==> src/ssos_pkg.sv <==
`timescale 1ns / 1ps
package ssos_pkg;

	localparam int BYTE_W        = 8;
	localparam int CFG_IDX_W     = 2;
	localparam int CFG_DATA_W    = 64;
	localparam int SEP_REG_BYTES = 8;   // bytes held in the separator register
	localparam int COUNT_W       = 16;

	typedef logic [BYTE_W-1:0] byte_t;

	// configuration register indexes
	localparam logic [CFG_IDX_W-1:0] CFG_SEP_LEN      = 2'd0;
	localparam logic [CFG_IDX_W-1:0] CFG_SEP_BYTES    = 2'd1;
	localparam logic [CFG_IDX_W-1:0] CFG_LIMIT_ENABLE = 2'd2;
	localparam logic [CFG_IDX_W-1:0] CFG_SPLIT_LIMIT  = 2'd3;

	localparam logic [3:0]            SEP_LEN_RST   = 4'd1;
	localparam logic [CFG_DATA_W-1:0] SEP_BYTES_RST = 64'd32;   // single space

endpackage

==> src/stream_split_on_separator.sv <==
`timescale 1ns / 1ps
// Splits a byte stream at a configurable separator of 1 to SEP_MAX_BYTES
// bytes (leftmost, non-overlapping matches) and sends the pieces out one
// byte per transaction, each piece closed by a marker transaction; empty
// pieces are dropped, and in limit mode the string after split_limit
// separators leaves as one final piece that is closed even when empty.
// Every input transaction is evaluated in the cycle it is accepted and its
// results appear on the master side from the next cycle on, one per cycle
// while m_tready is high; throughput is then one input transaction per
// cycle as long as each one causes at most one result. After a transaction
// that causes several results the next one is taken only as the last of
// them leaves, because the single output port drains the result holder one
// result per cycle. The largest burst, at end of string, is SEP_MAX_BYTES + 1
// results; a partial match that falls apart without ending the string
// gives at most SEP_MAX_BYTES. There is no clearing pass after reset. The
// match window is a row of SEP_MAX_BYTES cells that shift in every accepted
// byte, each comparing its byte against all separator bytes so that the
// longest window suffix that is a separator prefix is found combinationally.
module stream_split_on_separator #(
	parameter int SEP_MAX_BYTES = 8
) (
	input  logic                               clk,
	input  logic                               arst_n,
	// configuration write channel
	input  logic                               cfg_valid,
	output logic                               cfg_ready,
	input  logic [ssos_pkg::CFG_IDX_W-1:0]     cfg_index,
	input  logic [ssos_pkg::CFG_DATA_W-1:0]    cfg_data,
	// input stream
	input  logic                               s_tvalid,
	output logic                               s_tready,
	input  logic [7:0]                         s_tdata,   // [7:0] data_byte
	input  logic                               s_tuser,   // [0] has_byte
	input  logic                               s_tlast,   // end_of_string
	// output stream
	output logic                               m_tvalid,
	input  logic                               m_tready,
	output logic [7:0]                         m_tdata,   // [7:0] out_byte
	output logic [1:0]                         m_tuser,   // [0] out_has_byte, [1] piece_end
	output logic                               m_tlast    // run_last
);
	import ssos_pkg::*;

	localparam int N  = SEP_MAX_BYTES;
	localparam int LW = $clog2(N + 1);   // window fill, separator length
	localparam int CW = $clog2(N + 3);   // results per transaction
	localparam int IW = (N > 1) ? $clog2(N) : 1;

	// configuration registers
	logic [3:0]            sep_len_q;
	logic [CFG_DATA_W-1:0] sep_bytes_q;
	logic                  limit_en_q;
	logic [COUNT_W-1:0]    split_limit_q;

	// string state
	logic [LW-1:0]         fill_q;
	logic [COUNT_W-1:0]    seen_q;
	logic                  tail_q;
	logic                  open_q;

	byte_t                 sep [N];
	byte_t                 cw [N+1];     // cw[0] is the incoming byte
	logic [N-1:0]          eqv [N];
	logic [N-1:0]          match;        // match[k-1]: last k bytes are a separator prefix

	logic [LW-1:0]         len;
	logic [LW-1:0]         f_app;
	logic [LW-1:0]         kbest;
	logic [LW-1:0]         npop;
	logic                  acc, has, eos, active;
	logic                  tail_now, matched, open_mid, tail_after;
	logic                  mark_a, mark_b;
	logic [COUNT_W-1:0]    seen_inc;
	logic [CW-1:0]         total;
	byte_t                 pop_bytes [N];
	logic                  can_load;
	logic                  out_has, out_end;

	assign cfg_ready = 1'b1;

	always_ff @(posedge clk or negedge arst_n) begin
		if (!arst_n) begin
			sep_len_q     <= SEP_LEN_RST;
			sep_bytes_q   <= SEP_BYTES_RST;
			limit_en_q    <= 1'b0;
			split_limit_q <= '0;
		end else if (cfg_valid) begin
			case (cfg_index)
				CFG_SEP_LEN:      sep_len_q     <= cfg_data[3:0];
				CFG_SEP_BYTES:    sep_bytes_q   <= cfg_data;
				CFG_LIMIT_ENABLE: limit_en_q    <= cfg_data[0];
				CFG_SPLIT_LIMIT:  split_limit_q <= cfg_data[COUNT_W-1:0];
				default: begin
				end
			endcase
		end
	end

	// separator bytes beyond the register read as zero
	for (genvar g = 0; g < N; g++) begin : g_sep
		if (g < SEP_REG_BYTES) begin : g_reg
			assign sep[g] = sep_bytes_q[BYTE_W*g +: BYTE_W];
		end else begin : g_zero
			assign sep[g] = '0;
		end
	end

	// effective separator length: 0 acts as 1, clipped at the window size
	always_comb begin
		if (sep_len_q == '0) begin
			len = LW'(1);
		end else if (int'(sep_len_q) > N) begin
			len = LW'(N);
		end else begin
			len = LW'(sep_len_q);
		end
	end

	assign acc    = s_tvalid && s_tready;
	assign has    = s_tuser;
	assign eos    = s_tlast;
	assign active = has || eos;

	// window cells, newest byte in cell 0
	assign cw[0] = s_tdata;
	for (genvar g = 0; g < N; g++) begin : g_cell
		ssos_cell #(
			.SEP_MAX_BYTES(N)
		) u_cell (
			.clk   (clk),
			.shift (acc && has),
			.d     (cw[g]),
			.sep   (sep),
			.q     (cw[g+1]),
			.eq    (eqv[g])
		);
	end

	// suffix of length k: cell i input must equal separator byte k-1-i
	always_comb begin
		logic m;
		for (int k = 1; k <= N; k++) begin
			m = 1'b1;
			for (int i = 0; i < k; i++) begin
				m = m & eqv[i][k-1-i];
			end
			match[k-1] = m;
		end
	end

	// window fill once the incoming byte is appended
	assign f_app = fill_q + LW'(has);

	// longest suffix still a separator prefix; the rest falls out as bytes
	always_comb begin
		kbest = '0;
		for (int k = 1; k <= N; k++) begin
			if (match[k-1] && (LW'(k) <= f_app) && (LW'(k) <= len)) begin
				kbest = LW'(k);
			end
		end
	end

	assign tail_now = tail_q || (limit_en_q && (seen_q >= split_limit_q));
	assign matched  = !tail_now && has && (kbest == len);
	assign seen_inc = (seen_q == '1) ? seen_q : seen_q + COUNT_W'(1);

	always_comb begin
		if (!active) begin
			npop = '0;
		end else if (tail_now) begin
			npop = f_app;               // tail: everything held plus the new byte
		end else if (matched) begin
			npop = f_app - len;         // bytes ahead of the separator
		end else if (eos) begin
			npop = f_app;               // flush at end of string
		end else begin
			npop = f_app - kbest;
		end
	end

	assign open_mid   = open_q || (npop != '0);
	assign tail_after = tail_now ||
		(matched && limit_en_q && (seen_inc >= split_limit_q));
	assign mark_a     = matched && open_mid;
	assign mark_b     = eos && (tail_after || (!matched && open_mid));
	assign total      = CW'(npop) + CW'(mark_a) + CW'(mark_b);

	// popped bytes leave oldest first; the oldest held byte sits in cw[fill_q]
	always_comb begin
		int idx;
		for (int j = 0; j < N; j++) begin
			idx = int'(fill_q) - j;
			if (idx >= 0) begin
				pop_bytes[j] = cw[idx[IW-1:0]];
			end else begin
				pop_bytes[j] = '0;
			end
		end
	end

	always_ff @(posedge clk or negedge arst_n) begin
		if (!arst_n) begin
			fill_q <= '0;
			seen_q <= '0;
			tail_q <= 1'b0;
			open_q <= 1'b0;
		end else if (acc && active) begin
			if (eos) begin
				fill_q <= '0;
				seen_q <= '0;
				tail_q <= 1'b0;
				open_q <= 1'b0;
			end else if (tail_now) begin
				fill_q <= '0;
				tail_q <= 1'b1;
				open_q <= open_mid;
			end else if (matched) begin
				fill_q <= '0;
				seen_q <= seen_inc;
				tail_q <= tail_after;
				open_q <= 1'b0;
			end else begin
				fill_q <= kbest;
				open_q <= open_mid;
			end
		end
	end

	ssos_burst #(
		.SEP_MAX_BYTES(N)
	) u_burst (
		.clk           (clk),
		.arst_n        (arst_n),
		.load          (acc && (total != '0)),
		.load_bytes    (pop_bytes),
		.load_nbytes   (npop),
		.load_total    (total),
		.can_load      (can_load),
		.out_valid     (m_tvalid),
		.out_ready     (m_tready),
		.out_byte      (m_tdata),
		.out_has_byte  (out_has),
		.out_piece_end (out_end),
		.out_last      (m_tlast)
	);

	assign m_tuser  = {out_end, out_has};
	assign s_tready = can_load;

	// tail mode never holds bytes back
	a_tail_empty: assert property (@(posedge clk) disable iff (!arst_n)
		tail_q |-> (fill_q == '0))
		else $error("window holds bytes in tail mode");

	// end of string clears all string state
	a_eos_clear: assert property (@(posedge clk) disable iff (!arst_n)
		(acc && s_tlast) |=> ((fill_q == '0) && (seen_q == '0) && !tail_q && !open_q))
		else $error("string state not cleared after end of string");

	// an empty result holder never blocks the input
	a_empty_ready: assert property (@(posedge clk) disable iff (!arst_n)
		!m_tvalid |-> s_tready)
		else $error("input stalled with no result pending");

	// a partial match is always shorter than the window
	a_fill_range: assert property (@(posedge clk) disable iff (!arst_n)
		(acc && has && !eos) |=> (int'(fill_q) < N))
		else $error("window fill reached the window size");

endmodule

==> src/ssos_cell.sv <==
`timescale 1ns / 1ps
// One window cell: holds one string byte, passes it to the next cell on a
// shift, and compares its incoming byte with every separator byte.
module ssos_cell #(
	parameter int SEP_MAX_BYTES = 8
) (
	input  logic                     clk,
	input  logic                     shift,
	input  ssos_pkg::byte_t          d,
	input  ssos_pkg::byte_t          sep [SEP_MAX_BYTES],
	output ssos_pkg::byte_t          q,
	output logic [SEP_MAX_BYTES-1:0] eq
);
	import ssos_pkg::*;

	always_ff @(posedge clk) begin
		if (shift) begin
			q <= d;
		end
	end

	always_comb begin
		for (int p = 0; p < SEP_MAX_BYTES; p++) begin
			eq[p] = (d == sep[p]);
		end
	end

endmodule

==> src/ssos_burst.sv <==
`timescale 1ns / 1ps
// Result holder: takes the full result list of one transaction and hands it
// out one result per cycle while out_ready is high, piece bytes first, then the markers.
module ssos_burst #(
	parameter int SEP_MAX_BYTES = 8
) (
	input  logic                                   clk,
	input  logic                                   arst_n,
	input  logic                                   load,
	input  ssos_pkg::byte_t                        load_bytes [SEP_MAX_BYTES],
	input  logic [$clog2(SEP_MAX_BYTES+1)-1:0]     load_nbytes,
	input  logic [$clog2(SEP_MAX_BYTES+3)-1:0]     load_total,
	output logic                                   can_load,
	output logic                                   out_valid,
	input  logic                                   out_ready,
	output ssos_pkg::byte_t                        out_byte,
	output logic                                   out_has_byte,
	output logic                                   out_piece_end,
	output logic                                   out_last
);
	import ssos_pkg::*;

	localparam int LW = $clog2(SEP_MAX_BYTES + 1);
	localparam int CW = $clog2(SEP_MAX_BYTES + 3);
	localparam int IW = (SEP_MAX_BYTES > 1) ? $clog2(SEP_MAX_BYTES) : 1;

	byte_t          bytes_q [SEP_MAX_BYTES];
	logic [LW-1:0]  nbytes_q;
	logic [CW-1:0]  total_q;
	logic [CW-1:0]  idx_q;

	assign out_valid     = (total_q != '0);
	assign out_last      = (idx_q == total_q - CW'(1));
	assign out_has_byte  = (idx_q < CW'(nbytes_q));
	assign out_piece_end = !out_has_byte;
	assign out_byte      = out_has_byte ? bytes_q[idx_q[IW-1:0]] : '0;
	assign can_load      = !out_valid || (out_last && out_ready);

	always_ff @(posedge clk) begin
		if (load) begin
			bytes_q <= load_bytes;
		end
	end

	always_ff @(posedge clk or negedge arst_n) begin
		if (!arst_n) begin
			nbytes_q <= '0;
			total_q  <= '0;
			idx_q    <= '0;
		end else if (load) begin
			nbytes_q <= load_nbytes;
			total_q  <= load_total;
			idx_q    <= '0;
		end else if (out_valid && out_ready) begin
			if (out_last) begin
				total_q <= '0;
				idx_q   <= '0;
			end else begin
				idx_q <= idx_q + CW'(1);
			end
		end
	end

endmodule
==> config.mk <==
export PLATFORM = sky130hd
export DESIGN_NAME = stream_split_on_separator
export DESIGN_NICKNAME = d
export VERILOG_FILES = /design/src/ssos_pkg.sv /design/src/stream_split_on_separator.sv /design/src/ssos_cell.sv /design/src/ssos_burst.sv
export SDC_FILE = /design/constraint.sdc
export NUM_CORES = 1
export LEC_CHECK = 0
export BUFFER_PORTS_ARGS = -buffer_cell sky130_fd_sc_hd__clkbuf_2
export CORE_MARGIN = 1
export CORE_UTILIZATION = 57
export CTS_CLUSTER_SIZE = 12
export DETAILED_ROUTE_END_ITERATION = 6
export PLACE_DENSITY = 0.8
export RECOVER_POWER = 50
export SLEW_MARGIN = 10
export SYNTH_ARGS = -nofsm -noshare
export SYNTH_HDL_FRONTEND = slang
export SYNTH_SLANG_ARGS = --single-unit
==> constraint.sdc <==
create_clock -name clk -period 21.4 [get_ports clk]
set_input_delay 1.07 -clock clk [delete_from_list [all_inputs] [get_ports clk]]
set_output_delay 1.07 -clock clk [all_outputs]
set_load 0.01 [all_outputs]
* After elaboration in Yosys (flattened, before gate mapping) *
Cells that the tools add are included.

storage, ports and cells
  flip-flop bits (word level) = 247
  input port bits = 81
  output and inout bits = 14
  word-level logic and storage cells = 276

operators by class
  add/sub/neg operators = 15
  magnitude comparators = 37
  equal/unequal tests = 43
  mux-type cells = 61
  bitwise logic cells = 37
  reductions and logical operators = 56

operators by type and width
  operator                                                        number
  equality test 8 bit                                             36
  binary-select mux 8 bit (select 4 bit)                          8
  two-way mux 8 bit                                               19
  two-way mux 4 bit                                               22
  two-way mux 16 bit                                              4
  >= comparator 4 x 5 -> 1 bit (second input constant)            8
  inverter 3 -> 4 bit                                             9
  >= comparator 5 x 1 -> 1 bit (second input constant)            7
  >= comparator 16 bit                                            2
  less-or-equal comparator 3 x 4 -> 1 bit (first input constant)  8
  logical AND 1 bit                                               30
  bitwise AND 1 bit                                               28
  binary-select mux 8 bit (select 3 bit)                          1
  subtractor 4 x 3 -> 5 bit (second input constant)               4
  adder 16 x 1 -> 16 bit (second input constant)                  1
  equality test 16 bit (second input constant)                    1
  less-or-equal comparator 2 x 4 -> 1 bit (first input constant)  4
  adder 4 x 1 -> 4 bit                                            3
  AND reduction 2 bit                                             6
  nonzero test 4 bit                                              3
  subtractor 4 x 2 -> 5 bit (second input constant)               2
  equality test 4 bit                                             2
  less-or-equal comparator 1 x 4 -> 1 bit (first input constant)  2
  less-or-equal comparator 4 bit (first input constant)           2
  19 further kinds                                                37

* Depth between registers and ports, before layout *
  depth in word-level cells = 28
  gate-level depth with buffers = 28
  depth with buffers taken out = 28

* Hierarchy *
Synthesis repeated with hierarchy kept, for this count alone.

second synthesis, totals
  cells, all modules = 1,857
  area total of the unflattened synthesis = 20,254.4 sq um

by module, submodules not included
  module                     times used  cells an instance  area each (sq um)  sequential area each (sq um)
  stream_split_on_separator  1           836                8,823.5            2,680.1
  ssos_cell                  8           104                1,021.0            240.2
  ssos_burst                 1           189                3,263.1            2,222.1

* Worst setup path after synthesis *
Ideal clock, no wire load.

  path type = in2reg
  start = input port s_tuser
  end = register u_burst.nbytes_q[1]
  setup time = 127 ps
  arrival = 7,629 ps
  required time = 21,273 ps
  path slack = 13,643 ps
  cell stages on the path = 26
  cells stage by stage = ha_1 ha_1 xor2_1 nor3_1 or4_1 nor4_2 a211oi_2 o21ai_2 ha_1 nor2b_1 o21ai_0 nand2b_1 mux2_2 a22oi_1 nor2_1 a211o_4 nor2_1 nand4bb_1 a22oi_1 fa_1 nor2_1 and4_1 a31o_2 xnor2_2 a31oi_4 mux2_4

on the way
  longest elaborated chain between the ends = 25

ends and longest elaborated chain
  what                                                                           RTL line                         RTL
  from (decl)                                                                    stream_split_on_separator.sv:33  input logic s_tuser,
  parallel branches: the longest is 25 deep, another holds adder 4 x 1 -> 4 bit  --
  to (signal assigned)                                                           ssos_burst.sv:51                 nbytes_q <= load_nbytes;
  to (decl)                                                                      ssos_burst.sv:28                 logic [LW-1:0] nbytes_q;

Parallel ways; which one is timed is not known.
A chain may end at the register's enable or synchronous reset.

* Worst setup path in the final report *
Ends and elaborated chain as after synthesis.

==> results <==
- The run finished, with violations left.
- The checks that failed: max-capacitance violations, max-slew violations.
- The top fanout value on the critical path is 73.
- The HPWL after detailed placement is 39.03 mm.
- The area fraction of the dominant cell type after synthesis is 20.60%.
- The placement-stage cell area is 17890 um2.
- No sink is reached through more buffers than the 3 on the longest clock path.
- The finished layout holds 2061 standard cells, fillers aside.
- The count of antenna-violating nets left after detailed routing is 0.
- The growth of design area from synthesis to finish is 6.989%.
- The number of DRC violations after detailed-routing iteration 0 is around 1500.
- The transition at the pin with the smallest max-transition slack is 3.590 ns.
- In this run the static leakage power is 7.124 nW.
- During I/O placement, the number of pins put on the boundary was 95.
- The number of enable-type register cells in the synthesized netlist is 120.
- The starting density of the core is 58.55%.
- The cell sitting at the root of the clock tree is a sky130_fd_sc_hd__clkbuf_16.
- The area occupied by multi-input gates is 10080 um2.
- The portion of the clock cycle consumed by the worst path in the final layout is 35.51%.
- The gate count of the mapped netlist is 1669.
- For the finished layout, the period the worst path requires is approximately 7.6 ns.
- The detailed-route wire length is approximately 53 mm.
- After synthesis, the share of flip-flops with an asynchronous set or reset is 49.79%.
- The routed layout has 13392 vias.
- The combined global-route utilization of all metal layers is 33.91%.
- The post-synthesis sequential element count is approximately 240.
- The worst setup path is captured at a flip-flop.
- The initial antenna violation count is 0.
- The primary flip-flop cell chosen by synthesis mapping is sky130_fd_sc_hd__edfxtp_1.
- The type of the most critical hold path is reg -> reg.
- Synthesis produced a netlist with a net count of 1805.
- The total inserted antenna cells is 0.
- The biggest area contributor in the post-synthesis netlist is sky130_fd_sc_hd__edfxtp_1.
- The number of hold violations in the final report came to 0.
- The via density per instance is 6.498.
- Wire segments on met3 add up to 4.471 mm in the final route.
- The worst slew slack as a fraction of its limit is -139.4%.
- The post-CTS setup repair buffer count is 0.
- The pin count of the biggest net entering global routing is 74.
- The worst IR drop on VDD is ~0.076 mV.
- The proportion of layout cells with a drive suffix above 1 is 18.37%.
- Setup repair after global routing left no endpoint under its margin.
- Measured along the y axis, the die boundary spans 177.2 um.
- After filler insertion, the fill cell instance count of the layout stands at approximately 2400.
- The delay contributed by the slowest stage of the critical path is 0.72 ns.
- The clock tree from TritonCTS is built.
- STA classifies the critical path startpoint as an input port.
- After routing the design area is 18710 um2.
- The top layer used by detailed routing is met4.
- The combined area of all synthesized cells is 17490 um2.
- The mean instance size in the synthesized netlist is 10.48 um2.
- The total overflow left after global routing is 0.
- In the post-synthesis netlist, the biggest area contributors are sky130_fd_sc_hd__edfxtp_1 21%, sky130_fd_sc_hd__dfrtp_1 17%, sky130_fd_sc_hd__xor2_1 8.0%, sky130_fd_sc_hd__xnor2_1 7.5%, sky130_fd_sc_hd__mux2_2 6.6%.
- The completed layout was analyzed and its total power is 0.001805 W.
- For the final routed database, the setup TNS stands at 0 ns.
- The upper clock frequency limit is 131.6 MHz.
- For this run, design rule violations remaining after detail routing come to 0.
- The clock-pin transition on the worst setup and hold timing paths is 0.06 ns.
- The width of the chip is 177.2 um.
- The net count reported at finish is 1787.
- Summing the sequential cell areas from Yosys gives between 30% and 40% of the chip area.
- Port buffering added 93 buffers.
- The synthesis warning total is 0.
- The number of clock sinks seen by CTS is 239.
- In this run the number of H-tree levels came out at 1.
- The distinct cell type count after synthesis is 84.
- At the end of routability-driven placement, the weighted congestion stood at 1.020.
- Setup violations remaining at the end of the flow were counted as 0.
- The data arrival time of the critical path is 8.02 ns.
- The number of placed instances, taps included, is 2013.
- The first-pass detailed-route iteration total is 6.
- In the final routed layout, each cell accounts on average for around 26 um.
- In this run, post-CTS repair resized a total of 0 instances.
- After detailed routing, the wire length on met1 is 22.39 mm.
- The area of the core region is 29870 um2.
- Max-cap violations in this run came to 3.
- The die covers 31390 um2.
- The CTS buffer count is 26.
- The maximum clock skew at final layout is 0.01919 ns.
- The final-report max-slew violation count is 187.
- By startpoint and endpoint, the worst setup path is classified as in -> reg.
- The number of global-route vias before repair is 12930.
- The number of hold buffers added after CTS was 0.
- The routed design uses about 23 mm of met2 wire.
- The final standard cell utilization of the core is 62.64%.
- In this run the core area contains 63 standard-cell rows.
- For the worst setup path, the data required time is around 22 ns.
- The global-route wire length before repair is 78.72 mm.
- The clock latency reported for the late side of the worst-skew pair is approximately 0.54 ns.
- Among all stages on the critical path, the largest delay is contributed by sky130_fd_sc_hd__a2111oi_0.
- For this design the ratio of total power to cell area is 96.45 nW/um2.
- The register area is roughly 6600 um2.
cell usage after synthesis, types with 10 or more instances:
cell type and number:
sky130_fd_sc_hd__xor2_1 159, sky130_fd_sc_hd__xnor2_1 150, sky130_fd_sc_hd__edfxtp_1 120, sky130_fd_sc_hd__dfrtp_1 117, sky130_fd_sc_hd__clkbuf_1 105, sky130_fd_sc_hd__mux2_2 103
sky130_fd_sc_hd__nand2_1 98, sky130_fd_sc_hd__nor2_1 92, sky130_fd_sc_hd__o21ai_0 73, sky130_fd_sc_hd__mux2i_1 66, sky130_fd_sc_hd__nor4_1 64, sky130_fd_sc_hd__nand4_1 62
sky130_fd_sc_hd__ha_1 52, sky130_fd_sc_hd__a21oi_1 51, sky130_fd_sc_hd__mux4_2 50, sky130_fd_sc_hd__inv_1 49, sky130_fd_sc_hd__nand3_1 22, sky130_fd_sc_hd__buf_1 19
sky130_fd_sc_hd__a21o_1 17, sky130_fd_sc_hd__nor3_1 17, sky130_fd_sc_hd__buf_2 13, sky130_fd_sc_hd__a22o_1 12, sky130_fd_sc_hd__buf_4 10
power by group:
part	internal, W	switching [W]	leakage [nW]
Sequential	0.000590	0.000187	2.57
Clock	0.000266	0.000179	0.413
Combinational	0.000273	0.000310	4.14
Total	0.00113	0.000676	7.12
cells in the final DEF, fill, tap and decap left out, drive strengths merged, types with 50 or more instances in the layout:
| cell type | count |
|---|---|
| nor4 | 65 |
| mux4 | 50 |
| nor2 | 92 |
| inv | 50 |
| mux2i | 67 |
| nand4 | 62 |
| clkbuf | 135 |
| xor2 | 159 |
| ha | 52 |
| a21oi | 51 |
| o21ai | 76 |
| xnor2 | 154 |
| edfxtp | 120 |
| mux2 | 104 |
| dfrtp | 117 |
| nand2 | 98 |
critical path: cells and delay by family:
kind	cells	cell delay, ns
and+or+nand+nor	8	1.13
adders and majority gates	4	1.00
muxes	2	0.61
AOI/OAI and AO/OA	10	2.73
xor gates and xnor gates	2	0.65
buffers and inverters	2	0.82
logic make-up (layout without fill, tap and decap cells):
| kind of cell | count (synthesis) | count (layout) | synth area share, % |
|---|---|---|---|
| and+or+nand+nor | 421 | 421 | 12.47 |
| xor gates and xnor gates | 313 | 313 | 15.91 |
| DFF | 239 | 239 | 37.64 |
| muxes | 221 | 221 | 17.06 |
| AOI/OAI and AO/OA | 218 | 218 | 8.084 |
| buffers and inverters | 201 | 203 | 4.750 |
| adders and majority gates | 55 | 55 | 4.063 |
| other | 1 | 1 | 0.02144 |
state kept, by name (all words and copies together), names as in the netlist:
register	flops
u_burst.nbytes_q	4
u_burst.bytes_q	64
sep_len_q	4
sep_bytes_q	64
u_burst.idx_q	4
open_q	1
split_limit_q	16
limit_en_q	1
g_cell.u_cell.q	56
fill_q	4
u_burst.total_q	4
tail_q	1
seen_q	16
final timing paths:
| path | endpoint | depth (start not counted) | startpoint | slack [ns] |
|---|---|---|---|---|
| worst max-delay path | u_burst.nbytes_q[1] | 28 | s_tuser | 13.80 |
| worst min-delay path | tail_q | 1 | tail_q | 0.50 |
| worst max register to register | u_burst.nbytes_q[1] | 27 | fill_q[0] | 14.07 |
| worst min register to register | tail_q | 1 | tail_q | 0.50 |
| max in group asynchronous | sep_bytes_q[47] | 2 | arst_n | 15.37 |
| min in group asynchronous | seen_q[9] | 1 | arst_n | 1.47 |
per-stage QoR:
stage	hold slack (ns)	setup slack (ns)
after global placement	0.4752	13.46
after CTS	0.5031	13.86
final	0.5021	13.80
after global routing	0.5101	13.27
after detailed placement	0.4897	13.30
after floorplan	0.4206	13.64
routing by layer:
| layer | track usage (%) | up-vias |
|---|---|---|
| met5 | 0 | - |
| met4 | 16.74 | 0 |
| met3 | 5.541 | 175 |
| met2 | 51.19 | 719 |
| met1 | 47.30 | 6512 |
| li1 | - | 5986 |
cell type report:
class	count	area share [%]
clock buffer	40	4.032
timing repair buffer	104	2.815
multi-input combinational	1229	53.84
tap	390	2.608
inverter	51	1.023
sequential	239	35.19
clock inverter	8	0.4881
No activity file was read; power rests on OpenSTA's default activity.
